`config.mk`:
```
export PLATFORM = sky130hd
export DESIGN_NAME = track_box_steer_decider_flat
export DESIGN_NICKNAME = d
export VERILOG_FILES = /design/src/rtl/tbsd_pkg.sv /design/src/rtl/tbsd_in_if.sv /design/src/rtl/tbsd_out_if.sv /design/src/rtl/tbsd_history.sv /design/src/rtl/tbsd_decide.sv /design/src/rtl/track_box_steer_decider.sv /design/src/flat_wrapper.sv
export VERILOG_INCLUDE_DIRS = /design/src /design/src/rtl
export SDC_FILE = /design/constraint.sdc
export NUM_CORES = 1
export LEC_CHECK = 0
export ABC_AREA = 1
export BUFFER_PORTS_ARGS = -buffer_cell sky130_fd_sc_hd__buf_4
export CORE_ASPECT_RATIO = 1.1
export CORE_MARGIN = 8
export CORE_UTILIZATION = 55
export CTS_CLUSTER_DIAMETER = 60
export DETAILED_ROUTE_END_ITERATION = 10
export PLACE_DENSITY = 0.81
export SLEW_MARGIN = 20
export SYNTH_ARGS = -nofsm -noshare
export SYNTH_HDL_FRONTEND = slang
export SYNTH_SLANG_ARGS = --single-unit
```
`constraint.sdc`:
```
create_clock -name i_clk -period 17.16 [get_ports i_clk]
set_input_delay 4.29 -clock i_clk [delete_from_list [all_inputs] [get_ports i_clk]]
set_output_delay 4.29 -clock i_clk [all_outputs]
set_load 0.02 [all_outputs]
```
`src/rtl/assert_macros.svh`:
```
// Assertion macros used by the top-level RTL file of the steer decider.
`ifndef ASSERT_MACROS_SVH
`define ASSERT_MACROS_SVH
`ifndef SYNTHESIS
`define TBSD_ASSERT(lbl, clk, rst_n, prop, msg) \
    lbl: assert property (@(posedge clk) disable iff (!rst_n) (prop)) else $error(msg);
`define TBSD_ASSERT_NEXT(lbl, clk, rst_n, ante, cons, msg) \
    lbl: assert property (@(posedge clk) disable iff (!rst_n) (ante) |=> (cons)) \
        else $error(msg);
`else
`define TBSD_ASSERT(lbl, clk, rst_n, prop, msg)
`define TBSD_ASSERT_NEXT(lbl, clk, rst_n, ante, cons, msg)
`endif
`endif

```
`src/rtl/tbsd_pkg.sv`:
```
// Package with the types, widths and codes of the steer decider.
package tbsd_pkg;

    localparam int COORD_BITS = 12;
    localparam int FRAME_BITS = 12;
    localparam int MARGIN_BITS = 8;
    localparam int TIMEOUT_BITS = 16;
    localparam int STAMP_BITS = 32;
    localparam int AREA_W = 2 * COORD_BITS;
    localparam int AREA_CMP_W = AREA_W + 3;
    localparam int CTR_W = COORD_BITS + 1;
    localparam int BAND_W = ((CTR_W + 4) > (FRAME_BITS + 3)) ? (CTR_W + 4) : (FRAME_BITS + 3);
    localparam int MOVE_W = ((COORD_BITS + 2) > (MARGIN_BITS + 1)) ? (COORD_BITS + 2)
                                                                    : (MARGIN_BITS + 1);
    localparam int CFG_IDX_W = 3;
    localparam int CFG_DATA_W = 16;
    localparam int STEER_W = 4;
    localparam int ACCEL_W = 2;

    localparam logic [CFG_IDX_W-1:0] CFG_FRAME_WIDTH  = 3'd0;
    localparam logic [CFG_IDX_W-1:0] CFG_FRAME_HEIGHT = 3'd1;
    localparam logic [CFG_IDX_W-1:0] CFG_X_MARGIN     = 3'd2;
    localparam logic [CFG_IDX_W-1:0] CFG_Y_MARGIN     = 3'd3;
    localparam logic [CFG_IDX_W-1:0] CFG_TIMEOUT      = 3'd4;

    localparam logic [STEER_W-1:0] STEER_LEFT     = 4'd4;
    localparam logic [STEER_W-1:0] STEER_STRAIGHT = 4'd6;
    localparam logic [STEER_W-1:0] STEER_RIGHT    = 4'd8;
    localparam logic [ACCEL_W-1:0] ACCEL_SLOW     = 2'd1;
    localparam logic [ACCEL_W-1:0] ACCEL_NORMAL   = 2'd3;

    localparam logic MODE_BOX  = 1'b0;
    localparam logic MODE_TICK = 1'b1;

    localparam logic [1:0] COUNT_FULL = 2'd2;

    typedef struct packed {
        logic                  mode;
        logic [COORD_BITS-1:0] box_x;
        logic [COORD_BITS-1:0] box_y;
        logic [COORD_BITS-1:0] box_w;
        logic [COORD_BITS-1:0] box_h;
        logic [STAMP_BITS-1:0] stamp_ms;
    } t_item;

    typedef struct packed {
        logic [FRAME_BITS-1:0]   frame_width;
        logic [FRAME_BITS-1:0]   frame_height;
        logic [MARGIN_BITS-1:0]  x_margin;
        logic [MARGIN_BITS-1:0]  y_margin;
        logic [TIMEOUT_BITS-1:0] stale_timeout_ms;
    } t_cfg;

    typedef struct packed {
        logic take;
        logic clear;
    } t_hist_ctl;

    typedef struct packed {
        logic [1:0]            count;
        logic [COORD_BITS-1:0] newest_x;
        logic [COORD_BITS-1:0] newest_y;
        logic [CTR_W-1:0]      newest_cx;
        logic [CTR_W-1:0]      newest_cy;
        logic [COORD_BITS-1:0] older_x;
        logic [COORD_BITS-1:0] older_y;
    } t_hist;

    typedef struct packed {
        logic [STEER_W-1:0] steer;
        logic [ACCEL_W-1:0] accel;
        logic               change;
    } t_decision;

endpackage

```
`src/rtl/tbsd_in_if.sv`:
```
// Input channel of the steer decider: box reports and decision ticks.
interface tbsd_in_if;
    logic                            valid;
    logic                            ready;
    logic                            mode;
    logic [tbsd_pkg::COORD_BITS-1:0] box_x;
    logic [tbsd_pkg::COORD_BITS-1:0] box_y;
    logic [tbsd_pkg::COORD_BITS-1:0] box_w;
    logic [tbsd_pkg::COORD_BITS-1:0] box_h;
    logic [tbsd_pkg::STAMP_BITS-1:0] stamp_ms;

    modport source (output valid, mode, box_x, box_y, box_w, box_h, stamp_ms, input ready);
    modport sink (input valid, mode, box_x, box_y, box_w, box_h, stamp_ms, output ready);
endinterface

```
`src/rtl/tbsd_out_if.sv`:
```
// Output channel of the steer decider: changed steering and acceleration codes.
interface tbsd_out_if;
    logic                         valid;
    logic                         ready;
    logic [tbsd_pkg::STEER_W-1:0] steer_cmd;
    logic [tbsd_pkg::ACCEL_W-1:0] accel_cmd;

    modport source (output valid, steer_cmd, accel_cmd, input ready);
    modport sink (input valid, steer_cmd, accel_cmd, output ready);
endinterface

```
`src/rtl/tbsd_history.sv`:
```
// Box history: continuity checks on box reports and the last two boxes.
module tbsd_history (
    input  logic                            i_clk,
    input  logic                            i_rst_n,
    input  tbsd_pkg::t_hist_ctl             i_ctl,
    input  tbsd_pkg::t_item                 i_item,
    input  logic [tbsd_pkg::TIMEOUT_BITS-1:0] i_timeout,
    output tbsd_pkg::t_hist                 o_hist
);

    logic [1:0]                            r_count;
    logic [tbsd_pkg::COORD_BITS-1:0]       r_newest_x;
    logic [tbsd_pkg::COORD_BITS-1:0]       r_newest_y;
    logic [tbsd_pkg::CTR_W-1:0]            r_newest_cx;
    logic [tbsd_pkg::CTR_W-1:0]            r_newest_cy;
    logic [tbsd_pkg::COORD_BITS-1:0]       r_older_x;
    logic [tbsd_pkg::COORD_BITS-1:0]       r_older_y;
    logic [tbsd_pkg::AREA_W-1:0]           r_area;
    logic [tbsd_pkg::STAMP_BITS-1:0]       r_stamp;

    logic [1:0]                            n_count;
    logic [tbsd_pkg::STAMP_BITS-1:0]       gap;
    logic [tbsd_pkg::AREA_W-1:0]           new_area;
    logic [tbsd_pkg::AREA_CMP_W-1:0]       old_x4, old_x5, new_x4, new_x5;
    logic                                  stale;
    logic                                  area_jump;
    logic                                  discard;

    // The stamp difference wraps; a negative gap never counts as stale.
    assign gap = i_item.stamp_ms - r_stamp;
    assign stale = $signed(gap) > $signed({{(tbsd_pkg::STAMP_BITS -
                   tbsd_pkg::TIMEOUT_BITS){1'b0}}, i_timeout});

    assign new_area = tbsd_pkg::AREA_W'(i_item.box_w) * tbsd_pkg::AREA_W'(i_item.box_h);
    assign old_x4 = {1'b0, r_area, 2'b00};
    assign old_x5 = {1'b0, r_area, 2'b00} + tbsd_pkg::AREA_CMP_W'(r_area);
    assign new_x4 = {1'b0, new_area, 2'b00};
    assign new_x5 = {1'b0, new_area, 2'b00} + tbsd_pkg::AREA_CMP_W'(new_area);
    assign area_jump = (old_x5 < new_x4) || (old_x4 > new_x5);

    assign discard = (r_count != 2'd0) && (stale || area_jump);

    always_comb begin
        n_count = r_count;
        if (i_ctl.clear) begin
            n_count = 2'd0;
        end else if (i_ctl.take) begin
            if (discard) begin
                n_count = 2'd1;
            end else if (r_count != tbsd_pkg::COUNT_FULL) begin
                n_count = r_count + 2'd1;
            end
        end
    end

    always_ff @(posedge i_clk) begin
        if (!i_rst_n) begin
            r_count <= 2'd0;
        end else begin
            r_count <= n_count;
        end
    end

    always_ff @(posedge i_clk) begin
        if (i_ctl.take) begin
            r_older_x   <= r_newest_x;
            r_older_y   <= r_newest_y;
            r_newest_x  <= i_item.box_x;
            r_newest_y  <= i_item.box_y;
            r_newest_cx <= tbsd_pkg::CTR_W'(i_item.box_x) +
                           tbsd_pkg::CTR_W'(i_item.box_w[tbsd_pkg::COORD_BITS-1:1]);
            r_newest_cy <= tbsd_pkg::CTR_W'(i_item.box_y) +
                           tbsd_pkg::CTR_W'(i_item.box_h[tbsd_pkg::COORD_BITS-1:1]);
            r_area      <= new_area;
            r_stamp     <= i_item.stamp_ms;
        end
    end

    assign o_hist.count     = r_count;
    assign o_hist.newest_x  = r_newest_x;
    assign o_hist.newest_y  = r_newest_y;
    assign o_hist.newest_cx = r_newest_cx;
    assign o_hist.newest_cy = r_newest_cy;
    assign o_hist.older_x   = r_older_x;
    assign o_hist.older_y   = r_older_y;

endmodule

```
`src/rtl/tbsd_decide.sv`:
```
// Decision logic: edge bands and motion margins to steering and acceleration codes.
module tbsd_decide (
    input  tbsd_pkg::t_hist                 i_hist,
    input  tbsd_pkg::t_cfg                  i_cfg,
    input  logic [tbsd_pkg::STEER_W-1:0]    i_steer_now,
    input  logic [tbsd_pkg::ACCEL_W-1:0]    i_accel_now,
    output tbsd_pkg::t_decision             o_dec
);

    logic [tbsd_pkg::BAND_W-1:0]        cy10, cx5, h3, h7, w1, w4;
    logic signed [tbsd_pkg::MOVE_W-1:0] dx, dy, xm, ym;
    logic [tbsd_pkg::STEER_W-1:0]       steer;
    logic [tbsd_pkg::ACCEL_W-1:0]       accel;

    assign cy10 = tbsd_pkg::BAND_W'(i_hist.newest_cy) * tbsd_pkg::BAND_W'(10);
    assign cx5  = tbsd_pkg::BAND_W'(i_hist.newest_cx) * tbsd_pkg::BAND_W'(5);
    assign h3   = tbsd_pkg::BAND_W'(i_cfg.frame_height) * tbsd_pkg::BAND_W'(3);
    assign h7   = tbsd_pkg::BAND_W'(i_cfg.frame_height) * tbsd_pkg::BAND_W'(7);
    assign w1   = tbsd_pkg::BAND_W'(i_cfg.frame_width);
    assign w4   = tbsd_pkg::BAND_W'({i_cfg.frame_width, 2'b00});

    assign dx = $signed(tbsd_pkg::MOVE_W'(i_hist.newest_x)) -
                $signed(tbsd_pkg::MOVE_W'(i_hist.older_x));
    assign dy = $signed(tbsd_pkg::MOVE_W'(i_hist.newest_y)) -
                $signed(tbsd_pkg::MOVE_W'(i_hist.older_y));
    assign xm = $signed(tbsd_pkg::MOVE_W'(i_cfg.x_margin));
    assign ym = $signed(tbsd_pkg::MOVE_W'(i_cfg.y_margin));

    // Inside an edge band the held code stays unless the box moves far enough outward.
    always_comb begin
        accel = i_accel_now;
        priority if (cy10 < h3) begin
            if (-dy > ym) accel = tbsd_pkg::ACCEL_SLOW;
        end else if (cy10 > h7) begin
            if (dy > ym) accel = tbsd_pkg::ACCEL_SLOW;
        end else begin
            accel = tbsd_pkg::ACCEL_NORMAL;
        end
    end

    always_comb begin
        steer = i_steer_now;
        priority if (cx5 < w1) begin
            if (-dx > xm) steer = tbsd_pkg::STEER_LEFT;
        end else if (cx5 > w4) begin
            if (dx > xm) steer = tbsd_pkg::STEER_RIGHT;
        end else begin
            steer = tbsd_pkg::STEER_STRAIGHT;
        end
    end

    assign o_dec.steer  = steer;
    assign o_dec.accel  = accel;
    assign o_dec.change = (steer != i_steer_now) || (accel != i_accel_now);

endmodule

```
`src/rtl/track_box_steer_decider.sv`:
```
// Top level of the steer decider: input register, configuration and result register.
//
// Box reports (mode 0) and decision ticks (mode 1) arrive as beats on i_in.
// A report extends the two-box history, or restarts it when it comes too late
// after the newest box or its area differs too much. A tick with two boxes
// picks steering and acceleration codes from the newest box position and the
// motion, clears the history, and sends a beat on o_out only if a code changed.
// An accepted beat is held in the input register, then a result passes through
// the decision logic into the result register.
// The decider takes one beat per cycle while i_in.ready is high; the input
// register and the result register sit between the two channels, so a waiting
// result does not hold up reports or ticks that give no result.
// When o_out stalls with a result pending, only a tick that would change the
// codes waits in the input register; i_in.ready drops until the result leaves.
// Synchronous reset empties both registers and the history, sets steering to
// straight and acceleration to slow, and loads the default configuration.
// Configuration writes on i_cfg_we are taken at once; indexes past the list
// are ignored. Write only while no beat is in flight.
`include "assert_macros.svh"
module track_box_steer_decider (
    input  logic                              i_clk,
    input  logic                              i_rst_n,
    tbsd_in_if.sink                           i_in,
    tbsd_out_if.source                        o_out,
    input  logic                              i_cfg_we,
    input  logic [tbsd_pkg::CFG_IDX_W-1:0]    i_cfg_index,
    input  logic [tbsd_pkg::CFG_DATA_W-1:0]   i_cfg_data
);

    tbsd_pkg::t_cfg                 r_cfg;
    logic                           r_in_valid;
    tbsd_pkg::t_item                r_in;
    logic                           r_out_valid;
    logic [tbsd_pkg::STEER_W-1:0]   r_out_steer;
    logic [tbsd_pkg::ACCEL_W-1:0]   r_out_accel;
    logic [tbsd_pkg::STEER_W-1:0]   r_steer_now;
    logic [tbsd_pkg::ACCEL_W-1:0]   r_accel_now;

    tbsd_pkg::t_hist                w_hist;
    tbsd_pkg::t_hist_ctl            w_ctl;
    tbsd_pkg::t_decision            w_dec;
    logic                           tick_full;
    logic                           emit;
    logic                           out_free;
    logic                           advance;
    logic                           in_ready;

    always_ff @(posedge i_clk) begin
        if (!i_rst_n) begin
            r_cfg.frame_width      <= 12'd640;
            r_cfg.frame_height     <= 12'd480;
            r_cfg.x_margin         <= 8'd6;
            r_cfg.y_margin         <= 8'd3;
            r_cfg.stale_timeout_ms <= 16'd1000;
        end else if (i_cfg_we) begin
            unique case (i_cfg_index)
                tbsd_pkg::CFG_FRAME_WIDTH: begin
                    r_cfg.frame_width <= i_cfg_data[tbsd_pkg::FRAME_BITS-1:0];
                end
                tbsd_pkg::CFG_FRAME_HEIGHT: begin
                    r_cfg.frame_height <= i_cfg_data[tbsd_pkg::FRAME_BITS-1:0];
                end
                tbsd_pkg::CFG_X_MARGIN: begin
                    r_cfg.x_margin <= i_cfg_data[tbsd_pkg::MARGIN_BITS-1:0];
                end
                tbsd_pkg::CFG_Y_MARGIN: begin
                    r_cfg.y_margin <= i_cfg_data[tbsd_pkg::MARGIN_BITS-1:0];
                end
                tbsd_pkg::CFG_TIMEOUT: begin
                    r_cfg.stale_timeout_ms <= i_cfg_data[tbsd_pkg::TIMEOUT_BITS-1:0];
                end
                default: begin
                end
            endcase
        end
    end

    // The held beat moves on unless it produces a result that has nowhere to go.
    assign tick_full = r_in_valid && (r_in.mode == tbsd_pkg::MODE_TICK) &&
                       (w_hist.count == tbsd_pkg::COUNT_FULL);
    assign emit      = tick_full && w_dec.change;
    assign out_free  = !r_out_valid || o_out.ready;
    assign advance   = r_in_valid && (!emit || out_free);
    assign in_ready  = !r_in_valid || advance;

    assign w_ctl.take  = advance && (r_in.mode == tbsd_pkg::MODE_BOX);
    assign w_ctl.clear = advance && tick_full;

    always_ff @(posedge i_clk) begin
        if (!i_rst_n) begin
            r_in_valid <= 1'b0;
        end else if (in_ready) begin
            r_in_valid <= i_in.valid;
        end
    end

    always_ff @(posedge i_clk) begin
        if (in_ready && i_in.valid) begin
            r_in.mode     <= i_in.mode;
            r_in.box_x    <= i_in.box_x;
            r_in.box_y    <= i_in.box_y;
            r_in.box_w    <= i_in.box_w;
            r_in.box_h    <= i_in.box_h;
            r_in.stamp_ms <= i_in.stamp_ms;
        end
    end

    tbsd_history u_history (
        .i_clk     (i_clk),
        .i_rst_n   (i_rst_n),
        .i_ctl     (w_ctl),
        .i_item    (r_in),
        .i_timeout (r_cfg.stale_timeout_ms),
        .o_hist    (w_hist)
    );

    tbsd_decide u_decide (
        .i_hist      (w_hist),
        .i_cfg       (r_cfg),
        .i_steer_now (r_steer_now),
        .i_accel_now (r_accel_now),
        .o_dec       (w_dec)
    );

    always_ff @(posedge i_clk) begin
        if (!i_rst_n) begin
            r_out_valid <= 1'b0;
            r_steer_now <= tbsd_pkg::STEER_STRAIGHT;
            r_accel_now <= tbsd_pkg::ACCEL_SLOW;
        end else begin
            if (advance && emit) begin
                r_out_valid <= 1'b1;
                r_steer_now <= w_dec.steer;
                r_accel_now <= w_dec.accel;
            end else if (o_out.ready) begin
                r_out_valid <= 1'b0;
            end
        end
    end

    always_ff @(posedge i_clk) begin
        if (advance && emit) begin
            r_out_steer <= w_dec.steer;
            r_out_accel <= w_dec.accel;
        end
    end

    assign i_in.ready      = in_ready;
    assign o_out.valid     = r_out_valid;
    assign o_out.steer_cmd = r_out_steer;
    assign o_out.accel_cmd = r_out_accel;

    `TBSD_ASSERT(a_count_range, i_clk, i_rst_n, w_hist.count != 2'd3, "box count out of range")
    `TBSD_ASSERT(a_out_from_tick, i_clk, i_rst_n, $rose(r_out_valid) |-> $past(r_in_valid && r_in.mode == tbsd_pkg::MODE_TICK), "result without a tick")
    `TBSD_ASSERT(a_out_matches_held, i_clk, i_rst_n, r_out_valid |-> (r_out_steer == r_steer_now && r_out_accel == r_accel_now), "pending result differs from held codes")
    `TBSD_ASSERT_NEXT(a_tick_clears, i_clk, i_rst_n, w_ctl.clear, w_hist.count == 2'd0, "tick did not clear history")

endmodule

```
`src/flat_wrapper.sv`:
```
// flat-port wrapper written by rule: the top's interface ports become plain ports
module track_box_steer_decider_flat 
  (i_clk, i_rst_n, i_cfg_we, i_cfg_index, i_cfg_data, i_in_valid, i_in_mode, i_in_box_x, i_in_box_y, i_in_box_w, i_in_box_h, i_in_stamp_ms, i_in_ready, o_out_valid, o_out_steer_cmd, o_out_accel_cmd, o_out_ready);
  tbsd_in_if i_in_i ();
  tbsd_out_if o_out_i ();
  input  logic i_clk;
  input  logic i_rst_n;
  input  logic i_cfg_we;
  input  logic [tbsd_pkg::CFG_IDX_W-1:0] i_cfg_index;
  input  logic [tbsd_pkg::CFG_DATA_W-1:0] i_cfg_data;
  input wire logic [$bits(i_in_i.valid)-1:0] i_in_valid;
  input wire logic [$bits(i_in_i.mode)-1:0] i_in_mode;
  input wire logic [$bits(i_in_i.box_x)-1:0] i_in_box_x;
  input wire logic [$bits(i_in_i.box_y)-1:0] i_in_box_y;
  input wire logic [$bits(i_in_i.box_w)-1:0] i_in_box_w;
  input wire logic [$bits(i_in_i.box_h)-1:0] i_in_box_h;
  input wire logic [$bits(i_in_i.stamp_ms)-1:0] i_in_stamp_ms;
  output wire logic [$bits(i_in_i.ready)-1:0] i_in_ready;
  output wire logic [$bits(o_out_i.valid)-1:0] o_out_valid;
  output wire logic [$bits(o_out_i.steer_cmd)-1:0] o_out_steer_cmd;
  output wire logic [$bits(o_out_i.accel_cmd)-1:0] o_out_accel_cmd;
  input wire logic [$bits(o_out_i.ready)-1:0] o_out_ready;
  assign i_in_i.valid = i_in_valid;
  assign i_in_i.mode = i_in_mode;
  assign i_in_i.box_x = i_in_box_x;
  assign i_in_i.box_y = i_in_box_y;
  assign i_in_i.box_w = i_in_box_w;
  assign i_in_i.box_h = i_in_box_h;
  assign i_in_i.stamp_ms = i_in_stamp_ms;
  assign i_in_ready = i_in_i.ready;
  assign o_out_valid = o_out_i.valid;
  assign o_out_steer_cmd = o_out_i.steer_cmd;
  assign o_out_accel_cmd = o_out_i.accel_cmd;
  assign o_out_i.ready = o_out_ready;
  track_box_steer_decider u_core (.i_clk(i_clk), .i_rst_n(i_rst_n), .i_in(i_in_i), .o_out(o_out_i), .i_cfg_we(i_cfg_we), .i_cfg_index(i_cfg_index), .i_cfg_data(i_cfg_data));
endmodule
```
==> flow_metrics.tcl, run 1 <==
set metrics [dict create \
    grt_setup_unrepaired "no" \
    fin_crit_sh_pct 56.2 \
    overflow 0 \
    first_pass_iters 5 \
    synthesis.area_mm2 0.0273 \
    cp-endpoint "i_in_ready" \
    drt-total-wl_um 61600 \
    clk_root_buffer_cell "clkbuf_16" \
    antenna-diode-count 0 \
    fin_nets 4174 \
    portBuffers 112 \
    drive_gt1_share_pct 6.13 \
    core_mm2 0.0490 \
    numCtsBuffers 31 \
    final.setup.tns_ns 0 \
    arrival_ns 5.36 \
    fp-row-count 85 \
    grt_max_degree 80 \
    drc_errors 0 \
    dp.cells 4169 \
    drt_iter0_drc 1459 \
    yosys_warnings 0 \
    layout_common_cells "nand2_1 (809), inv_1 (650), ha_1 (397), a21oi_1 (262), nor2_1 (218)" \
    synth_fp_nets 4062 \
    grt_pass1_vias 21938 \
    io_pins 113 \
    antenna_left 0 \
    avgSynthCellArea_um2 7.94 \
    r2r_start "u_core.r_in[45]" \
    setup.worst_path.class "flip-flop to output pin" \
    min-delay-start "u_core.u_history.r_newest_x[5]" \
    grt_first_pass_wirelength_um 104000 \
    synthArstFlopShare_pct 0 \
    synth_seq_cells 283 \
    place_area_mm2 0.0289 \
    ff2ff_setup_slack_ns 8.39 \
    netlist_top_cells_area "edfxtp_1 (24%), ha_1 (18%), nand2_1 (11%)" \
    die-area_mm2 0.0570 \
    drv_cap 0 \
    post_cts_buffers 0 \
    multiInputGateArea_mm2 0.0169 \
    worstSetupEndpointType "output pin" \
    syn_inst 3438 \
    hold_path_class "flip-flop to flip-flop" \
    critPathTopFamily "simple AND/OR/NAND/NOR gates" \
    ctsResizeCount 0 \
    slowest_delay_ns 0.54 \
    final_area_mm2 0.0299 \
    final_common_cell "nand2_1" \
    ys_types 53 \
    r2r_cells 41 \
    final_util_pct 61.1 \
    cts.reportedPaths.clkPinSlew_ns 0.06 \
    status "completed" \
    slew_headroom_pct 26.3 \
    cp_max_fo 7 \
    path_depth 27 \
    cts_buffer_depth 3 \
    final_hold_viol_count 0 \
    crit_top_cell "nand2_1" \
    critPathBufInv 1 \
    fin_skew_ns 0.0259 \
    areaGrowthSynthToFinish_pct 9.66 \
    cts_tree "built" \
    fillers 4245 \
    worstMarginPinSlew_ns 1.10 \
    antenna_found_initial 0 \
    hpwlAfterDp_um 50200 \
    synth.top_cell.area_share_pct 23.9 \
    floorplan.die.height_um 250 \
    clk_latency_ns 0.60 \
    r2r-end "u_core.u_history.r_count[1]" \
    wl_per_cell_um 14.6 \
    critPathSlowestCell "dfxtp_1" \
    synth_top_area_cell "edfxtp_1" \
    critPathLaunchType "flip-flop" \
    clock_sinks 283 \
    grt_usage_pct 21.5 \
    finalSetupViolCount 0 \
    yosysSeqAreaShare_pct 28.7 \
    vias 22169 \
    period_needed_ns 9.65 \
    synth-main-ff-cell "edfxtp_1" \
    crit_path_start "u_core.r_cfg[34]" \
    viasPerCell 5.24 \
    slew_violations 0 \
    die_x_um 228 \
    start_util_pct 55.7 \
    place.gp.congestion 0.920 \
    hold_buffers 0 \
    regArea_mm2 0.00784 \
    worstPathRequired_ns 12.87 \
    synth_edf_count 217 \
    finalNonFillerCells 4227 \
    max_clock_freq_ghz 0.104 \
    cts_max_level 1 \
]
==> worst min path at each step <==
stage          slack, ns  cells past startpoint                             to
2_1_floorplan       0.43                      0  u_core.u_history.r_older_x[0]
5_1_grt             0.46                      0   u_core.u_history.r_stamp[13]
3_3_place_gp        0.44                      0  u_core.u_history.r_older_y[0]
6_report            0.46                      0  u_core.u_history.r_older_x[5]
3_5_place_dp        0.44                      0    u_core.u_history.r_stamp[0]
4_1_cts             0.46                      0   u_core.u_history.r_stamp[13]
==> through the flow <==
| step | setup slack [ns] | hold slack [ns] |
|---|---|---|
| 2_1_floorplan | 8.15 | 0.426 |
| 3_3_place_gp | 7.87 | 0.435 |
| 3_5_place_dp | 7.85 | 0.443 |
| 5_1_grt | 7.07 | 0.462 |
| 6_report | 7.51 | 0.458 |
| 4_1_cts | 7.45 | 0.460 |
==> flip-flops by register name, indices dropped and copies added (netlist names), 12 cells and up <==
signal / cells
u_core.u_history.r_newest_cy: 13
u_core.u_history.r_newest_cx: 13
u_core.r_in: 81
u_core.u_history.r_stamp: 32
u_core.u_history.r_newest_y: 12
u_core.u_history.r_area: 24
u_core.u_history.r_older_y: 12
u_core.u_history.r_older_x: 12
u_core.r_cfg: 56
u_core.u_history.r_newest_x: 12
==> cells by family (layout without fill, tap and decap cells) <==
logic type,Yosys count,count (layout),share of synthesized area [%]
DFF,283,283,28.7
AOI/OAI and AO/OA,478,478,9.69
and+or+nand+nor,1316,1316,20.1
buffers and inverters,699,836,9.62
xor gates and xnor gates,143,143,4.73
adders and majority gates,519,519,27.1
==> metal layers <==
layer  routed length, µm  track usage, %  vias to the layer above
li1                    -               -                    11398
met1               27100            27.1                    10158
met2               29800            38.3                      483
met3                2730            2.17                      130
met4                2000            7.37                        0
met5                   0               0                        -
==> Yosys cell counts (all sizes together) (2+ instances only) <==
master  count
a31o        2
and3        3
o31a        2
nand4      39
clkbuf     37
a21oi     262
o21a        4
dfxtp      66
o21ai     119
o21bai     24
nor2      228
a31oi      11
ha        397
a21boi      5
nand3b     11
a21o       19
a211oi      5
and2        7
o31ai       2
inv       660
xor2       99
o211ai     18
nor3       29
xnor2      44
edfxtp    217
nor4        6
fa        122
nand3     167
nand2     822
==> worst reg2reg max path, delay by kind of cell (launching register included) <==
kind            cells  cell delay, ns
xor+xnor            2            0.53
fa+ha+maj           8            3.72
compound gates      8            1.32
buf+inv             5            0.28
flops               1            0.75
simple gates       18            2.15
==> layout make-up <==
cell class                 instances  share of cell area, %
clock buffer                      42                   2.84
sequential                       283                   26.2
multi-input combinational       2456                   56.3
clock inverter                    16                  0.719
timing repair buffer             117                   2.93
tap                              652                   2.72
inverter                         661                   8.29
Power of run 1 is not shown: default switching activity piles up to over one toggle a cycle in this logic, so the estimate is an artifact.
==> run 2: changes to the inputs <==
--- a/config.mk
+++ b/config.mk
@@ -13,7 +13,7 @@
 export CORE_UTILIZATION = 55
 export CTS_CLUSTER_DIAMETER = 60
 export DETAILED_ROUTE_END_ITERATION = 10
-export PLACE_DENSITY = 0.81
+export PLACE_DENSITY = 0.84
 export SLEW_MARGIN = 20
 export SYNTH_ARGS = -nofsm -noshare
 export SYNTH_HDL_FRONTEND = slang
==> constraint.sdc (replaced) <==
create_clock -name i_clk -period 8.2 [get_ports i_clk]
set_input_delay 2.05 -clock i_clk [delete_from_list [all_inputs] [get_ports i_clk]]
set_output_delay 2.05 -clock i_clk [all_outputs]
set_load 0.02 [all_outputs]
==> flow_metrics.tcl, run 2 (synthesized netlist as in run 1, its figures left out) <==
set metrics [dict create \
    status "completed" \
    hold_buffers 0 \
    cts_max_level 2 \
    fin_skew_ns 0.0196 \
    worstPathRequired_ns 8.67 \
    crit_top_cell "nand2_1" \
    setup.worst_path.class "flip-flop to flip-flop" \
    critPathLaunchType "flip-flop" \
    antenna_left 0 \
    r2r_cells 43 \
    timing.hold.ws_ns 0.458 \
    numCtsBuffers 35 \
    min_to "u_core.u_history.r_older_x[8]" \
    largest_reg_flops 81 \
    cts.reportedPaths.clkPinSlew_ns 0.06 \
    clk_root_buffer_cell "clkbuf_16" \
    portBuffers 112 \
    cp_max_fo 8 \
    drt-total-wl_um 66400 \
    core_mm2 0.0490 \
    r2r-end "u_core.u_history.r_count[0]" \
    drc_errors 0 \
    layout_common_cells "nand2_1 (806), inv_1 (649), ha_1 (384), a21oi_1 (251), edfxtp_1 (217)" \
    wl_per_cell_um 15.5 \
    drv_cap 0 \
    cts_buffer_depth 3 \
    timing.final.ws_setup_ns 0.365 \
    antenna_found_initial 2 \
    slew_violations 0 \
    io_pins 113 \
    antenna-diode-count 0 \
    fin_crit_sh_pct 95.5 \
    final_common_cell "nand2_1" \
    hpwlAfterDp_um 52200 \
    floorplan.die.height_um 250 \
    finalSetupViolCount 0 \
    worstMarginPinSlew_ns 1.01 \
    worstSetupEndpointType "flip-flop" \
    grt_usage_pct 22.1 \
    max_clock_freq_ghz 0.128 \
    start_util_pct 55.7 \
    vias 22989 \
    multiInputGateArea_mm2 0.0172 \
    fin_nets 4231 \
    period_needed_ns 7.83 \
    slew_headroom_pct 32.9 \
    die-area_mm2 0.0570 \
    grt_first_pass_wirelength_um 105000 \
    met1_usage_pct 26.8 \
    finalNonFillerCells 4283 \
    regArea_mm2 0.00784 \
    dp_slack_ns 0.0386 \
    die_x_um 228 \
    areaGrowthSynthToFinish_pct 12.7 \
    dp.cells 4191 \
    whs_path_depth 0 \
    r2r_start "u_core.r_in[37]" \
    drt_iter0_drc 1674 \
    slowest_delay_ns 0.60 \
    grt_max_degree 79 \
    final_hold_viol_count 0 \
    ff2ff_setup_slack_ns 0.37 \
    first_pass_iters 6 \
    use_met3_pct 3.67 \
    clk_latency_ns 0.56 \
    overflow 0 \
    drive_gt1_share_pct 9.01 \
    fp-row-count 85 \
    top_usage_layer "met2" \
    hold_path_class "flip-flop to flip-flop" \
    regMostFlops "u_core.r_in" \
    grt_use_met2_pct 39.1 \
    min-delay-start "u_core.u_history.r_newest_x[8]" \
    cts_tree "built" \
    clock_sinks 283 \
    arrival_ns 8.31 \
    viasPerCell 5.37 \
    grt_pass1_vias 22188 \
    fillers 4076 \
    place.gp.congestion 0.936 \
    top_regs "u_core.r_in: 81 flops, u_core.r_cfg: 56 flops, u_core.u_history.r_stamp: 32 flops" \
    critPathSlowestCell "fa_1" \
]
run 2: cell count changes in the layout (fill, tap and decap cells not counted), moves of 6 or more:
cell / delta
ha_1: -13
xor2_1: -6
buf_4: +52
a21oi_2: +9
a21oi_1: -11
ha_4: +9
o21ai_0: -6
run 2: metal layers:
metal | part of all wire [%] | up-vias
li1 | - | 11508
met1 | 42 | 10636
met2 | 49 | 678
met3 | 5.7 | 165
met4 | 3.7 | 2
met5 | 0.020 | -
run 2: critical path, delay by kind of cell (launching register included):
| family | cells | cell delay (ns) |
|---|---|---|
| buf+inv | 7 | 0.60 |
| xor+xnor | 2 | 0.32 |
| compound gates | 7 | 0.73 |
| simple gates | 19 | 1.95 |
| fa+ha+maj | 8 | 3.64 |
| flops | 1 | 0.51 |
run 2: what timing repair did:
item | CTS | global route
buffers inserted | 0 | 31
setup endpoints to repair | 0 | 2
resized for setup | 0 | 66
run 2: final cells by class:
class	count	share of cell area, %
Timing Repair Buffer	170	4.16
Sequential cell	283	25.5
Inverter	661	8.07
Clock inverter	19	0.704
Multi-Input combinational cell	2456	55.9
Clock buffer	42	3.03
Tap cell	652	2.65
run 2: metrics by stage:
step           setup TNS (ns)  util (%)  cell area [µm²]
2_1_floorplan               0         -            27300
3_3_place_gp                0      59.2            29000
3_5_place_dp                0      59.2            29000
4_1_cts                     0      61.6            30200
5_1_grt                -0.183      62.7            30800
6_report                    0      62.7            30800
run 2: worst max path at each step:
stage	startpoint	to	cells after the start
floorplan	u_core.r_in[47]	u_core.u_history.r_count[1]	47
CTS	u_core.r_in[37]	u_core.u_history.r_count[0]	47
finish	u_core.r_in[37]	u_core.u_history.r_count[0]	43
global route	u_core.r_in[37]	u_core.u_history.r_count[0]	46
detailed placement	u_core.r_in[50]	u_core.u_history.r_count[1]	41
global placement	u_core.r_in[50]	u_core.u_history.r_count[0]	41
Power of run 2 is left out for the same reason.
